--- config.mk ---
export PLATFORM = sky130hd
export DESIGN_NAME = pidfd_ctrl
export DESIGN_NICKNAME = d
export VERILOG_FILES = /design/src/sv/pidfd_pkg.sv /design/src/sv/pidfd_ctrl.sv
export SDC_FILE = /design/constraint.sdc
export NUM_CORES = 1
export LEC_CHECK = 0
export ABC_AREA = 0
export BUFFER_PORTS_ARGS = -buffer_cell sky130_fd_sc_hd__buf_2
export CORE_AREA = 2 2 39 41
export CTS_BUF_LIST = sky130_fd_sc_hd__clkbuf_4
export DETAILED_ROUTE_END_ITERATION = 12
export DIE_AREA = 0 0 41 43
export GPL_TIMING_DRIVEN = 0
export PLACE_DENSITY = 0.72
export SKIP_LAST_GASP = 1
export SYNTH_ARGS = -nofsm -noshare
export SYNTH_HDL_FRONTEND = slang
export SYNTH_SLANG_ARGS = --single-unit
--- constraint.sdc ---
create_clock -name i_clk -period 1.6 [get_ports i_clk]
set_clock_uncertainty 0.1 [all_clocks]
set_input_delay 0 -clock i_clk [delete_from_list [all_inputs] [get_ports i_clk]]
set_output_delay 0 -clock i_clk [all_outputs]
set_load 0.1 [all_outputs]
--- src/sv/pidfd_pkg.sv ---
// shared types and constants of the pid controller
// no dependencies
`timescale 1ns / 1ps

package pidfd_pkg;

    // configuration register indexes
    localparam logic [2:0] CFG_GAIN_PROP    = 3'd0;
    localparam logic [2:0] CFG_GAIN_INTEG   = 3'd1;
    localparam logic [2:0] CFG_GAIN_DERIV   = 3'd2;
    localparam logic [2:0] CFG_FILTER_TAU   = 3'd3;
    localparam logic [2:0] CFG_OUT_MIN      = 3'd4;
    localparam logic [2:0] CFG_OUT_MAX      = 3'd5;
    localparam logic [2:0] CFG_DEADBAND_POS = 3'd6;
    localparam logic [2:0] CFG_DEADBAND_NEG = 3'd7;

    typedef enum logic [4:0] {
        ST_IDLE, ST_ERR, ST_MP, ST_P, ST_T, ST_MI, ST_ACC, ST_CLAMP, ST_MD, ST_M1,
        ST_NUM, ST_DSET, ST_DIV, ST_DF, ST_SUM, ST_MY, ST_DSET2, ST_DIV2, ST_FIN
    } t_state;

    typedef enum logic [4:0] {
        OP_NONE, OP_LOAD, OP_ERR, OP_MP, OP_P, OP_T, OP_MI, OP_ACC, OP_CLAMP, OP_MD,
        OP_M1, OP_NUM, OP_DSET, OP_DIV, OP_DF, OP_SUM, OP_MY, OP_DSET2, OP_FIN
    } t_op;

    typedef struct packed {
        logic den_zero;
        logic div_last;
        logic remap;
    } t_dp_stat;

endpackage

--- src/sv/pidfd_ctrl.sv ---
// sequencer of the pid controller: steps the datapath through one sample
// depends on pidfd_pkg
`timescale 1ns / 1ps

module pidfd_ctrl
    import pidfd_pkg::*;
(
    input  logic     i_clk,
    input  logic     i_rst_n,
    input  logic     i_valid,
    output logic     o_stall,
    output logic     o_valid,
    input  logic     i_stall,
    input  t_dp_stat i_stat,
    output t_op      o_op
);

    t_state r_state, n_state;
    logic   r_valid, n_valid;

    always_ff @(posedge i_clk) begin
        if (!i_rst_n) begin
            r_state <= ST_IDLE;
            r_valid <= 1'b0;
        end else begin
            r_state <= n_state;
            r_valid <= n_valid;
        end
    end

    always_comb begin
        n_state = r_state;
        n_valid = r_valid & i_stall;
        o_op    = OP_NONE;
        o_stall = 1'b1;
        case (r_state)
            ST_IDLE: begin
                o_stall = 1'b0;
                if (i_valid) begin
                    o_op    = OP_LOAD;
                    n_state = ST_ERR;
                end
            end
            ST_ERR:   begin o_op = OP_ERR;   n_state = ST_MP;    end
            ST_MP:    begin o_op = OP_MP;    n_state = ST_P;     end
            ST_P:     begin o_op = OP_P;     n_state = ST_T;     end
            ST_T:     begin o_op = OP_T;     n_state = ST_MI;    end
            ST_MI:    begin o_op = OP_MI;    n_state = ST_ACC;   end
            ST_ACC:   begin o_op = OP_ACC;   n_state = ST_CLAMP; end
            ST_CLAMP: begin o_op = OP_CLAMP; n_state = ST_MD;    end
            ST_MD:    begin o_op = OP_MD;    n_state = ST_M1;    end
            ST_M1:    begin o_op = OP_M1;    n_state = ST_NUM;   end
            ST_NUM: begin
                o_op    = OP_NUM;
                n_state = i_stat.den_zero ? ST_SUM : ST_DSET;
            end
            ST_DSET:  begin o_op = OP_DSET;  n_state = ST_DIV;   end
            ST_DIV: begin
                o_op = OP_DIV;
                if (i_stat.div_last) begin
                    n_state = ST_DF;
                end
            end
            ST_DF:    begin o_op = OP_DF;    n_state = ST_SUM;   end
            ST_SUM:   begin o_op = OP_SUM;   n_state = ST_MY;    end
            ST_MY: begin
                if (i_stat.remap) begin
                    o_op    = OP_MY;
                    n_state = ST_DSET2;
                end else begin
                    n_state = ST_FIN;
                end
            end
            ST_DSET2: begin o_op = OP_DSET2; n_state = ST_DIV2;  end
            ST_DIV2: begin
                o_op = OP_DIV;
                if (i_stat.div_last) begin
                    n_state = ST_FIN;
                end
            end
            ST_FIN: begin
                if (!(r_valid && i_stall)) begin
                    o_op    = OP_FIN;
                    n_valid = 1'b1;
                    n_state = ST_IDLE;
                end
            end
            default: n_state = ST_IDLE;
        endcase
    end

    assign o_valid = r_valid;

endmodule

======== Word level (Yosys, flattened, before mapping) ========
Cells that the tools add are included.
storage, ports and cells
  output and inout bits ................... 7
  word-level logic and storage cells ...... 43
  input port bits ......................... 7
  register bits after elaboration ......... 6
cells by class
  mux-type cells .......................... 14
  reduce and logical (&&, ||, !) cells .... 4
  eq/ne operators ......................... 22
  bitwise operators ....................... 1
operator list
  kind                count
  $pmux 5 s19         1
  $pmux 5 s18         1
  $eq 5x4->1 const B  8
  $mux 5              6
  $eq 5x3->1 const B  4
  $eq 5x5->1 const B  3
  $eq 5x2->1 const B  2
  $ne 2x2->1 const B  4
  $eq 5x1->1 const B  1
  $logic_not 5->1     1
  $mux 1              4
  $reduce_and 4->1    1
  $mux 3              1
  $mux 2              1
  $reduce_or 2->1     1
  $and 1x1->1         1
  $logic_and 1x1->1   1

======== Depth between registers and ports, before layout ========
  depth after elaboration ................. 3
  depth in mapped cells ................... 5
  mapped depth without buffers ............ 4

======== Worst setup path after synthesis ========
OpenSTA, ideal clock, no wires.
  path type ............................... register to output
  start ................................... reg r_state[3]
  end ..................................... out o_op[0]
  stages on the path, launching flop included .. 5
  setup slack ............................. -1424 ps
  arrival ................................. 2924 ps
  required time ........................... 1500 ps
  buffers on the path ..................... 1
  cell sequence ........................... dfxtp_1 > buf_6 > or3_1 > nor2_1 > o31ai_1
on the way
  cells in the longest elaborated chain, start to end .. 3
  elaborated cells between the ends (all ways) .. 21
  those cells by class .................... eq/ne (18); mux (1); reduce/logical (2)
RTL lines
  item                                      line              source
  start, declared                           pidfd_ctrl.sv:18  t_state r_state, n_state;
  start signal, assigned                    pidfd_ctrl.sv:26  r_state <= n_state;
  $eq 5x5->1 or $eq 5x4->1 (tied branches)  pidfd_ctrl.sv:36  case (r_state)
  $reduce_or 2->1 (no line)                 -
  $pmux 5 s18 *                             pidfd_ctrl.sv:36
  end, declared                             pidfd_ctrl.sv:15  output t_op o_op
Mark *: on every way between the ends. The rest lies on a longest branch, timed or not.

======== Final worst setup path ========
  start ................................... reg r_state[1]
  end ..................................... out o_op[4]
The elaborated chain is that of the path after synthesis.

==> flow_metrics.tcl <==
set metrics [dict create \
    seqPwrFrac_pct 21.6 \
    synth_cells 69 \
    htreeDepth 1 \
    ys.warnings.count 0 \
    start_util_pct 37.7 \
    yosys.area.top_type "dfxtp_1" \
    slowest_stage "dfxtp_4" \
    viasPerCell 5.76 \
    clock_latency_ps 250 \
    total_power_w 0.000880 \
    p_switching_w 0.000422 \
    path_class "register to output port" \
    drv_cap 0 \
    worstSetupStartpointType "register" \
    slowest_delay_ps 360 \
    synth_cell_types 35 \
    fin_util_pct 66.4 \
    synthTopCellsByCount "nand2_1 (8), dfxtp_1 (6), nor2_1 (5)" \
    core_area_um2 1380 \
    diodes 0 \
    wire_per_inst_um 15.3 \
    tritoncts "built" \
    cts_root_buffer "clkbuf_4" \
    ys.flop_type "dfxtp_1" \
    fin_crit_sh_pct 101 \
    syn2layout_area_growth_pct 76.0 \
    pwr-share-clk_pct 16.8 \
    drive_gt1_share_pct 51.5 \
    fmax_mhz 616 \
    cts_buffers 3 \
    leakage_nw 0.392 \
    p_comb_share_pct 61.6 \
    die_h_um 43 \
    setup_ws_ps -23.9 \
    finalMaxSlewViolations 0 \
    arrival_ps 1520 \
    finalHoldViolations 0 \
    synth.most_common_cell "nand2_1" \
    violations "setup timing" \
    grt_pass1_wl_mm 2.67 \
    overflow 0 \
    fillers 112 \
    crit_fanout 7 \
    synth_edf_count 0 \
    wl_mm 1.73 \
    dpl.hpwl_mm 1.06 \
    cts_sinks 6 \
    ys_seq_area_share_pct 23.0 \
    dieWidth_um 41 \
    hold_class "input port to register" \
    drt_pass1_iterations 4 \
    syn_nets 76 \
    status "finished with violations" \
    antenna_found_initial 0 \
    avgSynthCellArea_um2 7.56 \
    multi_input_area_um2 439 \
    dieArea_um2 1760 \
    io_buffers 13 \
    p_int_w 0.000458 \
    end_kind "output port" \
    finalWorstPathRequiredPeriod_ps 1620 \
    swShare_pct 48.0 \
    drt_iter0_markers 23 \
    ys_ff_latch 6 \
    grt_usage_pct 22.2 \
    drc_errors 0 \
    clock_path_buffers 2 \
    syn_area_um2 522 \
    antenna_left 0 \
    dpl_worst_slack_ps -156 \
    slew_headroom_pct 68.0 \
    ir_drop_v 0.000923 \
    gp_congestion 0.876 \
    async_reset_ff_share_pct 0 \
    p_per_area_nw_per_um2 958 \
    fin_hold_ws_ps 100 \
    seq_area_um2 133 \
    tightest_slew_ps 483 \
    hold_path_depth 4 \
    synth_top_area_share_pct 23.0 \
    crit_path_cell_trace "buf_8, nor3_4, nand2_2, o221ai_4, buf_12" \
    cp.required_ps 1500 \
    grt_pass1_vias 592 \
    nets 106 \
    grt_max_degree 11 \
    rsz0062_at_grt "true" \
    placementRows 14 \
    worstRegToRegCells 5 \
    vias 651 \
    synthTopCellsByArea "dfxtp_1 (23%), nand2_1 (5.8%), a21o_1 (4.3%)" \
    finalSetupViolCount 5 \
    ios 14 \
    setup_tns_ps -52.0 \
    path_clk_slew_ps 50 \
]
power by group through the flow:
stage / clock network, W / logic, W / registers (W)
final: 0.000148 / 0.000542 / 0.000190
after global routing: 0.000154 / 0.000569 / 0.000191
after CTS: 0.000152 / 0.000477 / 0.000186
after detailed placement: 0 / 0.000420 / 0.000183
after global placement: 0 / 0.000419 / 0.000183
after floorplan: 0 / 0.000365 / 0.000178
worst max-delay path, delay by kind of cell (launching register included):
family | cells | cell delay (ps)
buf+inv | 2 | 340
simple gates | 2 | 330
compound gates | 1 | 230
flops | 1 | 360
layer usage:
layer	part of all wire, %	GRT usage (%)	up-vias
met1	43	32.4	304
met3	5.0	2.09	6
met4	2.6	11.3	0
li1	-	-	315
met2	49	31.3	26
met5	0	0	-
per-stage QoR:
stage / cells / area (um^2)
3_3_place_gp: 98 / 693
2_1_floorplan: 69 / 608
5_1_grt: 113 / 918
3_5_place_dp: 98 / 693
4_1_cts: 109 / 861
6_report: 113 / 918
sequential cells by signal, summed over array words and instances (netlist names):
name     cells
r_state      5
o_valid      1
path summary, 6_finish.rpt:
kind	start	end	slack [ps]
worst max-delay path	r_state[1]	o_op[4]	-20
worst max register to register	r_state[2]	r_state[1]	-10
worst min register to register	o_valid	o_valid	460
worst min-delay path	i_valid	r_state[1]	100
final cells by class:
cell class,instances,share of cell area [%]
Clock buffer,3,2.45
Multi-Input combinational cell,54,47.8
Sequential cell,6,14.4
Inverter,4,1.63
Timing Repair Buffer,25,23.3
Buffer,5,8.17
Tap cell,16,2.18
cells by family (layout without fill, tap and decap cells):
logic type	Yosys count	in the layout	share of synthesized area, %
compound gates	21	21	28.3
xor+xnor	1	1	1.68
buf+inv	9	37	9.35
flops	6	6	23.0
mux	1	1	1.92
simple gates	31	31	35.7
layout by cell type, fill, tap and decap left out, drive strengths merged, types with 2 or more instances in the layout:
master,count
nand4bb,2
a31oi,2
nor3,3
a21o,3
buf,26
clkbuf,4
dlygate4sd3,3
o22ai,2
nand2,8
a21oi,4
inv,4
nor2,6
nand3,2
o21ai,2
o311a,2
dfxtp,6
what timing repair did:
action | 4_1_cts | 5_1_grt
endpoints found under the hold margin | 6 | 0
resized for setup | 23 | 9
gates cloned | 0 | 0
endpoints found under the setup margin | 9 | 8
pin swaps | 5 | 3
hold buffers | 3 | 0
buffers inserted | 5 | 4
Note: power is estimated with default switching activity, not from simulation.
